**config.mk**
```make
export PLATFORM = sky130hd
export DESIGN_NAME = rect_edge_proximity_classifier
export DESIGN_NICKNAME = d
export VERILOG_FILES = /design/src/rep_pkg.sv /design/src/rep_offset.sv /design/src/rep_square.sv /design/src/rect_edge_proximity_classifier.sv
export SDC_FILE = /design/constraint.sdc
export NUM_CORES = 2
export LEC_CHECK = 0
export ABC_CLOCK_PERIOD_IN_PS = 19300
export BUFFER_PORTS_ARGS = -buffer_cell sky130_fd_sc_hd__clkbuf_2
export CAP_MARGIN = 40
export CORE_ASPECT_RATIO = 0.7
export CORE_MARGIN = 4
export CORE_UTILIZATION = 40
export DETAILED_ROUTE_END_ITERATION = 16
export GPL_TIMING_DRIVEN = 0
export SLEW_MARGIN = 20
export SYNTH_ARGS = -nofsm -noshare
export SYNTH_HDL_FRONTEND = slang
export SYNTH_SLANG_ARGS = --single-unit
```
**constraint.sdc**
```tcl
create_clock -name clk -period 19.3 [get_ports clk]
set_input_delay 2.895 -clock clk [delete_from_list [all_inputs] [get_ports clk]]
set_output_delay 2.895 -clock clk [all_outputs]
set_load 0.01 [all_outputs]
```
**src/rep_pkg.sv**
```systemverilog
// Shared types and constants for the rectangle edge proximity classifier.
// No dependencies; imported by rep_offset, rep_square and the top level.
`timescale 1ns / 1ps

package rep_pkg;

  // Distance limit register
  localparam int unsigned LIMIT_BITS  = 10;
  localparam logic [LIMIT_BITS-1:0] LIMIT_RESET = 10'd5;

  // Squared clamped offsets
  localparam int unsigned SQ_BITS  = 2 * LIMIT_BITS;
  localparam int unsigned SUM_BITS = SQ_BITS + 1;

  localparam int unsigned NUM_EDGES = 4;

  // Edge bits of the result code
  localparam int unsigned EDGE_XMIN = 0;
  localparam int unsigned EDGE_YMIN = 1;
  localparam int unsigned EDGE_YMAX = 2;
  localparam int unsigned EDGE_XMAX = 3;

  // Span axis of the along offsets
  localparam int unsigned AXIS_X = 0;
  localparam int unsigned AXIS_Y = 1;

  // Edges that span in y (vertical edges) use the y along offset
  localparam logic [NUM_EDGES-1:0] EDGE_ALONG_Y = 4'b1001;

  typedef logic [LIMIT_BITS-1:0] lim_t;

  // Clamped offsets leaving the offset unit
  typedef struct packed {
    logic [NUM_EDGES-1:0]        perp_over;
    lim_t [NUM_EDGES-1:0]        perp;
    logic [1:0]                  along_over;
    lim_t [1:0]                  along;
  } rep_off_t;

  // Stage load enables for a two-stage unit
  typedef struct packed {
    logic en_a;
    logic en_b;
  } rep_stage_en_t;

endpackage

```
**src/rep_offset.sv**
```systemverilog
// Offset unit: stages 1 and 2, perpendicular and along offsets, clamped to the limit.
// Depends on rep_pkg.
`timescale 1ns / 1ps

module rep_offset #(
  parameter int unsigned COORD_BITS = 16
) (
  input  logic                         clk,
  input  rep_pkg::rep_stage_en_t       en,
  input  rep_pkg::lim_t                lim,
  input  logic signed [COORD_BITS-1:0] rect_x_min,
  input  logic signed [COORD_BITS-1:0] rect_y_min,
  input  logic signed [COORD_BITS-1:0] rect_x_max,
  input  logic signed [COORD_BITS-1:0] rect_y_max,
  input  logic signed [COORD_BITS-1:0] point_x,
  input  logic signed [COORD_BITS-1:0] point_y,
  output rep_pkg::rep_off_t            off
);
  import rep_pkg::*;

  localparam int unsigned CMP_W = (COORD_BITS > LIMIT_BITS) ? COORD_BITS : LIMIT_BITS;

  typedef logic [COORD_BITS-1:0] mag_t;

  // |a - b| always fits in COORD_BITS unsigned bits
  function automatic mag_t abs_diff(input logic signed [COORD_BITS-1:0] a,
                                    input logic signed [COORD_BITS-1:0] b);
    logic signed [COORD_BITS:0] d;
    logic signed [COORD_BITS:0] m;
    d = (COORD_BITS+1)'(a) - (COORD_BITS+1)'(b);
    m = d[COORD_BITS] ? -d : d;
    return m[COORD_BITS-1:0];
  endfunction

  // Stage 1 registers
  mag_t [NUM_EDGES-1:0]         perp_abs;
  logic signed [COORD_BITS-1:0] lo_x, hi_x, lo_y, hi_y, qx, qy;

  // Stage 1: perpendicular distances, ordered spans
  always_ff @(posedge clk) begin
    if (en.en_a) begin
      perp_abs[EDGE_XMIN] <= abs_diff(point_x, rect_x_min);
      perp_abs[EDGE_YMIN] <= abs_diff(point_y, rect_y_min);
      perp_abs[EDGE_YMAX] <= abs_diff(point_y, rect_y_max);
      perp_abs[EDGE_XMAX] <= abs_diff(point_x, rect_x_max);
      lo_x <= (rect_x_min <= rect_x_max) ? rect_x_min : rect_x_max;
      hi_x <= (rect_x_min <= rect_x_max) ? rect_x_max : rect_x_min;
      lo_y <= (rect_y_min <= rect_y_max) ? rect_y_min : rect_y_max;
      hi_y <= (rect_y_min <= rect_y_max) ? rect_y_max : rect_y_min;
      qx   <= point_x;
      qy   <= point_y;
    end
  end

  // Stage 2: distance beyond the span (zero inside)
  mag_t along_x, along_y;

  always_comb begin
    if (qx < lo_x) begin
      along_x = abs_diff(lo_x, qx);
    end else if (qx > hi_x) begin
      along_x = abs_diff(qx, hi_x);
    end else begin
      along_x = '0;
    end
    if (qy < lo_y) begin
      along_y = abs_diff(lo_y, qy);
    end else if (qy > hi_y) begin
      along_y = abs_diff(qy, hi_y);
    end else begin
      along_y = '0;
    end
  end

  // Clamp: anything above the limit only needs an over flag
  rep_off_t off_next;

  always_comb begin
    logic [CMP_W-1:0] lim_w;
    logic [CMP_W-1:0] v;
    lim_w = CMP_W'(lim);
    for (int i = 0; i < NUM_EDGES; i++) begin
      v = CMP_W'(perp_abs[i]);
      off_next.perp_over[i] = v > lim_w;
      off_next.perp[i]      = LIMIT_BITS'(v);
    end
    v = CMP_W'(along_x);
    off_next.along_over[AXIS_X] = v > lim_w;
    off_next.along[AXIS_X]      = LIMIT_BITS'(v);
    v = CMP_W'(along_y);
    off_next.along_over[AXIS_Y] = v > lim_w;
    off_next.along[AXIS_Y]      = LIMIT_BITS'(v);
  end

  always_ff @(posedge clk) begin
    if (en.en_b) begin
      off <= off_next;
    end
  end

endmodule

```
**src/rep_square.sv**
```systemverilog
// Square-and-compare unit: stages 3 and 4, squares of clamped offsets, limit test.
// Depends on rep_pkg.
`timescale 1ns / 1ps

module rep_square (
  input  logic                     clk,
  input  rep_pkg::rep_stage_en_t   en,
  input  rep_pkg::lim_t            lim,
  input  rep_pkg::rep_off_t        off,
  output logic [rep_pkg::NUM_EDGES-1:0] edge_code
);
  import rep_pkg::*;

  typedef logic [SQ_BITS-1:0] sq_t;

  // Stage 3 registers
  sq_t [NUM_EDGES-1:0] perp_sq;
  sq_t [1:0]           along_sq;
  sq_t                 lim_sq;
  logic [NUM_EDGES-1:0] in_box;

  // Stage 3: one 10x10 multiply per offset
  always_ff @(posedge clk) begin
    if (en.en_a) begin
      for (int i = 0; i < NUM_EDGES; i++) begin
        perp_sq[i] <= SQ_BITS'(off.perp[i]) * SQ_BITS'(off.perp[i]);
        in_box[i]  <= !off.perp_over[i] &&
                      !(EDGE_ALONG_Y[i] ? off.along_over[AXIS_Y] : off.along_over[AXIS_X]);
      end
      along_sq[AXIS_X] <= SQ_BITS'(off.along[AXIS_X]) * SQ_BITS'(off.along[AXIS_X]);
      along_sq[AXIS_Y] <= SQ_BITS'(off.along[AXIS_Y]) * SQ_BITS'(off.along[AXIS_Y]);
      lim_sq           <= SQ_BITS'(lim) * SQ_BITS'(lim);
    end
  end

  // Stage 4: perp^2 + along^2 <= limit^2, for offsets with no over flag
  logic [NUM_EDGES-1:0] code_next;

  always_comb begin
    logic [SUM_BITS-1:0] sum;
    for (int i = 0; i < NUM_EDGES; i++) begin
      sum = SUM_BITS'(perp_sq[i]) +
            SUM_BITS'(EDGE_ALONG_Y[i] ? along_sq[AXIS_Y] : along_sq[AXIS_X]);
      code_next[i] = in_box[i] && (sum <= SUM_BITS'(lim_sq));
    end
  end

  always_ff @(posedge clk) begin
    if (en.en_b) begin
      edge_code <= code_next;
    end
  end

endmodule

```
**src/rect_edge_proximity_classifier.sv**
```systemverilog
// Top level of the rectangle edge proximity classifier: handshake, limit register.
// Depends on rep_pkg, rep_offset and rep_square.
`timescale 1ns / 1ps

// Usage
//   Input stream s_*: one word per query, a rectangle (two corners) and a
//   point, six signed COORD_BITS fields packed from the low bit up.
//   Output stream m_*: one word per query, edge_code in m_tdata[3:0]
//   (bit0 xmin edge, bit1 ymin, bit2 ymax, bit3 xmax within the limit).
//   cfg_wen/cfg_wdata write the 10-bit distance limit (reset value 5);
//   write it only while no word is in flight.
// Timing
//   Four register stages: ordered spans and perpendicular offsets, along
//   offsets with clamping, squares, sum and compare. m_tvalid is the valid
//   bit of the last stage. While m_tready stays high, one word per cycle is
//   accepted and delivered sustained, kept by the per-stage valid bits.
// Reset and stall
//   rst (synchronous) empties the pipe and restores the limit. When the
//   receiver holds m_tready low, words pack into empty stages; s_tready
//   drops only once all four stages are full. Nothing is lost or repeated.
module rect_edge_proximity_classifier #(
  parameter int unsigned COORD_BITS = 16
) (
  input  logic clk,
  input  logic rst,
  // s_tdata, low bit up: rect_x_min, rect_y_min, rect_x_max, rect_y_max,
  // point_x, point_y (COORD_BITS each, signed), zero fill to bytes
  input  logic [((6*COORD_BITS+7)/8)*8-1:0] s_tdata,
  input  logic s_tvalid,
  output logic s_tready,
  // m_tdata, low bit up: edge_code (4 bits), zero fill
  output logic [7:0] m_tdata,
  output logic m_tvalid,
  input  logic m_tready,
  input  logic cfg_wen,
  input  logic [rep_pkg::LIMIT_BITS-1:0] cfg_wdata
);
  import rep_pkg::*;

  localparam int unsigned STAGES = 4;

  // Distance limit register
  lim_t lim;

  always_ff @(posedge clk) begin
    if (rst) begin
      lim <= LIMIT_RESET;
    end else if (cfg_wen) begin
      lim <= cfg_wdata;
    end
  end

  // Per-stage valid bits; a stage loads when empty or when it drains
  logic [STAGES-1:0] vld;
  logic [STAGES:0]   en;

  always_comb begin
    en[STAGES] = m_tready;
    for (int k = STAGES - 1; k >= 0; k--) begin
      en[k] = !vld[k] || en[k+1];
    end
  end

  always_ff @(posedge clk) begin
    if (rst) begin
      vld <= '0;
    end else begin
      if (en[0]) begin
        vld[0] <= s_tvalid;
      end
      for (int k = 1; k < STAGES; k++) begin
        if (en[k]) begin
          vld[k] <= vld[k-1];
        end
      end
    end
  end

  assign s_tready = en[0];
  assign m_tvalid = vld[STAGES-1];

  // Unpack input word
  logic signed [COORD_BITS-1:0] rect_x_min, rect_y_min, rect_x_max, rect_y_max;
  logic signed [COORD_BITS-1:0] point_x, point_y;

  assign rect_x_min = s_tdata[0*COORD_BITS +: COORD_BITS];
  assign rect_y_min = s_tdata[1*COORD_BITS +: COORD_BITS];
  assign rect_x_max = s_tdata[2*COORD_BITS +: COORD_BITS];
  assign rect_y_max = s_tdata[3*COORD_BITS +: COORD_BITS];
  assign point_x    = s_tdata[4*COORD_BITS +: COORD_BITS];
  assign point_y    = s_tdata[5*COORD_BITS +: COORD_BITS];

  rep_stage_en_t en_off, en_sq;
  rep_off_t      off;
  logic [NUM_EDGES-1:0] edge_code;

  assign en_off = '{en_a: en[0] && s_tvalid, en_b: en[1] && vld[0]};
  assign en_sq  = '{en_a: en[2] && vld[1], en_b: en[3] && vld[2]};

  rep_offset #(
    .COORD_BITS (COORD_BITS)
  ) u_offset (
    .clk        (clk),
    .en         (en_off),
    .lim        (lim),
    .rect_x_min (rect_x_min),
    .rect_y_min (rect_y_min),
    .rect_x_max (rect_x_max),
    .rect_y_max (rect_y_max),
    .point_x    (point_x),
    .point_y    (point_y),
    .off        (off)
  );

  rep_square u_square (
    .clk       (clk),
    .en        (en_sq),
    .lim       (lim),
    .off       (off),
    .edge_code (edge_code)
  );

  assign m_tdata = {{(8-NUM_EDGES){1'b0}}, edge_code};

`ifndef SYNTHESIS
  // Full pipe with a stalled receiver must back-pressure the input
  a_full_blocks: assert property (@(posedge clk) disable iff (rst)
    (&vld && !m_tready) |-> !s_tready)
    else $error("input accepted while all stages full and output stalled");

  // An accepted word lands in stage 1
  a_accept_lands: assert property (@(posedge clk) disable iff (rst)
    (s_tvalid && s_tready) |=> vld[0])
    else $error("accepted word missing from stage 1");

  // Stage 3, when it cannot drain, keeps its word
  a_stage_holds: assert property (@(posedge clk) disable iff (rst)
    (vld[2] && !en[3]) |=> vld[2])
    else $error("stage 3 word dropped during stall");
`endif

endmodule

```
==> flow_summary.json <==
{
  "status": "finished clean",
  "cellLeakagePower_nw": 24.5,
  "syn_inst": 4970,
  "num_rows": 104,
  "relSlewSlack": 0.405,
  "hold_viol": 0,
  "worstSetupStartpointType": "input pin",
  "worst_pin_slew_ns": 0.870,
  "yosys_register_bits": 381,
  "syn_area_sq_um": 46800,
  "synth_cell_types": 89,
  "cts.sinks": 381,
  "wl_per_cell_um": 18.1,
  "io_buffers": 116,
  "yosysWarnings": 0,
  "dieArea_sq_um": 123000,
  "placed_cells": 6654,
  "register_area_sq_um": 11300,
  "core_area_sq_um": 116000,
  "maxCapViolCount": 0,
  "nFillCells": 11190,
  "critPathRequiredTime_ns": 16.41,
  "synth_area_per_cell_sq_um": 9.42,
  "ant_nets": 0,
  "gp_routability_congestion": 0.897,
  "clk_path_buf_depth": 3,
  "setup_viol": 0,
  "crit_type": "in2out",
  "first_pass_iters": 6,
  "period_minus_slack_ns": 6.85,
  "cts-root-buf": "clkbuf_16",
  "post_cts_buffers": 0,
  "overflow": 0,
  "hold_buffers": 0,
  "cts_tree": "done",
  "die_x_um": 417,
  "post-dp-hpwl_um": 102000,
  "cts-buffers-inserted": 46,
  "area_growth_pct": 10.4,
  "tns_ns": 0,
  "grt_pass1_vias": 34493,
  "worst_hold_path_type": "reg2reg",
  "ir_drop_v": 0.0000873,
  "clk_latency_ns": 0.63,
  "synthFlopType": "edfxtp_1",
  "rsz0062_at_grt": "no",
  "diodes": 0,
  "final_common_cell": "inv_1",
  "multi_input_area_sq_um": 32300,
  "die_h_um": 294,
  "grt.total_usage": 0.198,
  "avgViaCountPerCell": 5.32,
  "num_vias": 35861,
  "endpoint_kind": "primary output",
  "drtIter0Drc": 2829,
  "cts_resized": 0,
  "fmax_mhz": 146,
  "drc": 0,
  "cp_max_fo": 5,
  "finalMaxSlewViolations": 0,
  "grt_pass1_wl_um": 193000,
  "clk_pin_slew_ns": 0.06,
  "antenna_found_initial": 7,
  "synth-seq-area-share": 0.241,
  "drive_above_1_share": 0.0576,
  "powerDensity_nw_per_um2": 126,
  "layout.cells.non_filler": 6747,
  "period_share": 0.355,
  "fin_nets": 6333,
  "synth-edff-count": 367,
  "layout_common_cells": "inv_1 (746), ha_1 (719), edfxtp_1 (367), fa_1 (331), nor2_1 (321)",
  "fin_worst_skew_ns": 0.0503,
  "grt_max_degree": 26,
  "crit_arrival_ns": 3.96,
  "cts_max_level": 2,
  "wl_um": 122000,
  "start_util": 0.405,
  "async_flop_share": 0,
  "io_pins": 121
}
==> layer usage <==
metal,GRT usage,vias up,share of wire
met3,0.0230,98,0.063
met1,0.313,17292,0.52
met5,0,-,0
met2,0.292,924,0.41
li1,-,17547,-
met4,0.0323,0,0.014
==> synth_stat cells, types with 11 or more instances <==
cell      count  area (sq um)
nor2_1      321          1200
xor2_1      109           955
nor3_1      113           566
a31o_2       11          96.3
nand3_1      86           430
ha_1        719          9000
and2_1      139           870
o21ai_0     144           721
fa_1        331          6630
nor4_1       18           113
inv_1       746          2800
edfxtp_1    367         11000
or3_1        41           257
or2_2        21           131
nand4_1      35           219
mux2_2       17           191
o211ai_1     23           173
o22ai_1      21           131
clkbuf_1     94           353
a211o_1      13           114
nand2_1     310          1160
o31ai_1      20           150
a21boi_0     14           105
dfxtp_1      14           280
a211oi_1     33           248
nor2b_1      92           576
a21oi_1     269          1350
xnor2_1     271          2370
nand2b_1     54           338
and3_1       43           269
o21bai_1     36           270
o41ai_1      11          96.3
a31oi_1      35           219
mux2i_1      75           751
o21a_1       59           443
a21o_1       90           676
==> final cells by class <==
| class | count | share of cell area |
|---|---|---|
| buffer | 108 | 0.00867 |
| clock inverter | 30 | 0.00789 |
| inverter | 746 | 0.0542 |
| sequential | 381 | 0.219 |
| multi-input combinational | 3738 | 0.625 |
| tap | 1537 | 0.0372 |
| timing repair buffer | 151 | 0.0238 |
| clock buffer | 56 | 0.0245 |
==> report_power, final <==
group | switching, W | internal, W | leakage, nW
sequential | 0.000105 | 0.00121 | 3.61
clock | 0.000402 | 0.000571 | 0.814
combinational | 0.00240 | 0.00184 | 20.1
total | 0.00291 | 0.00361 | 24.5
==> worst paths after layout <==
kind / start / slack [ns] / cells past startpoint / endpoint
min: u_offset.off_next[54]$_DFFE_PP_ / 0.45 / 0 / u_offset.off[54]$_DFFE_PP_
max reg2reg: lim[5]$_SDFFE_PP0P_ / 13.04 / 19 / u_square.lim_sq[19]$_DFFE_PP_
max: m_tready / 12.45 / 5 / s_tready
min reg2reg: u_offset.off_next[54]$_DFFE_PP_ / 0.45 / 0 / u_offset.off[54]$_DFFE_PP_
==> per-stage QoR <==
stage	worst slack (ns)	cell area, sq um	util	total power, W	hold slack, ns
global placement	0.962	49300	0.427	0.00543	0.443
detailed placement	12.38	49900	0.432	0.00552	0.439
finish	12.45	51700	0.447	0.00652	0.453
floorplan	5.59	46800	-	0.00454	0.426
global route	12.34	51700	0.447	0.00719	0.471
CTS	12.44	51600	0.447	0.00654	0.453
==> critical path: stages <==
cell	delay [ns]
clkbuf_2	0.08
nor2b_1	0.36
and3_1	0.38
nand2_1	0.11
clkbuf_2	0.13
==> state kept, by name, summed over array words and instances, names as in the netlist <==
signal	cells
lim	10
u_offset.hi_x	16
u_offset.hi_y	16
u_offset.lo_x	16
u_offset.lo_y	16
u_offset.off	66
u_offset.off_next	40
u_offset.perp_abs	24
u_offset.qx	16
u_offset.qy	16
u_square.along_sq	38
u_square.edge_code	4
u_square.in_box	4
u_square.lim_sq	19
u_square.perp_sq	76
vld	4
==> kinds of logic after synthesis <==
kind of cell | Yosys count | share of synthesized area
XOR/XNOR | 381 | 0.0715
AND/OR/NAND/NOR | 1325 | 0.140
multiplexers | 92 | 0.0201
flip-flops | 381 | 0.241
adder cells (fa/ha/maj) | 1050 | 0.334
AO/OA/AOI/OAI | 886 | 0.123
buffers and inverters | 854 | 0.0694
other | 1 | 0.0000801
Note: power is estimated with default switching activity, not from simulation.
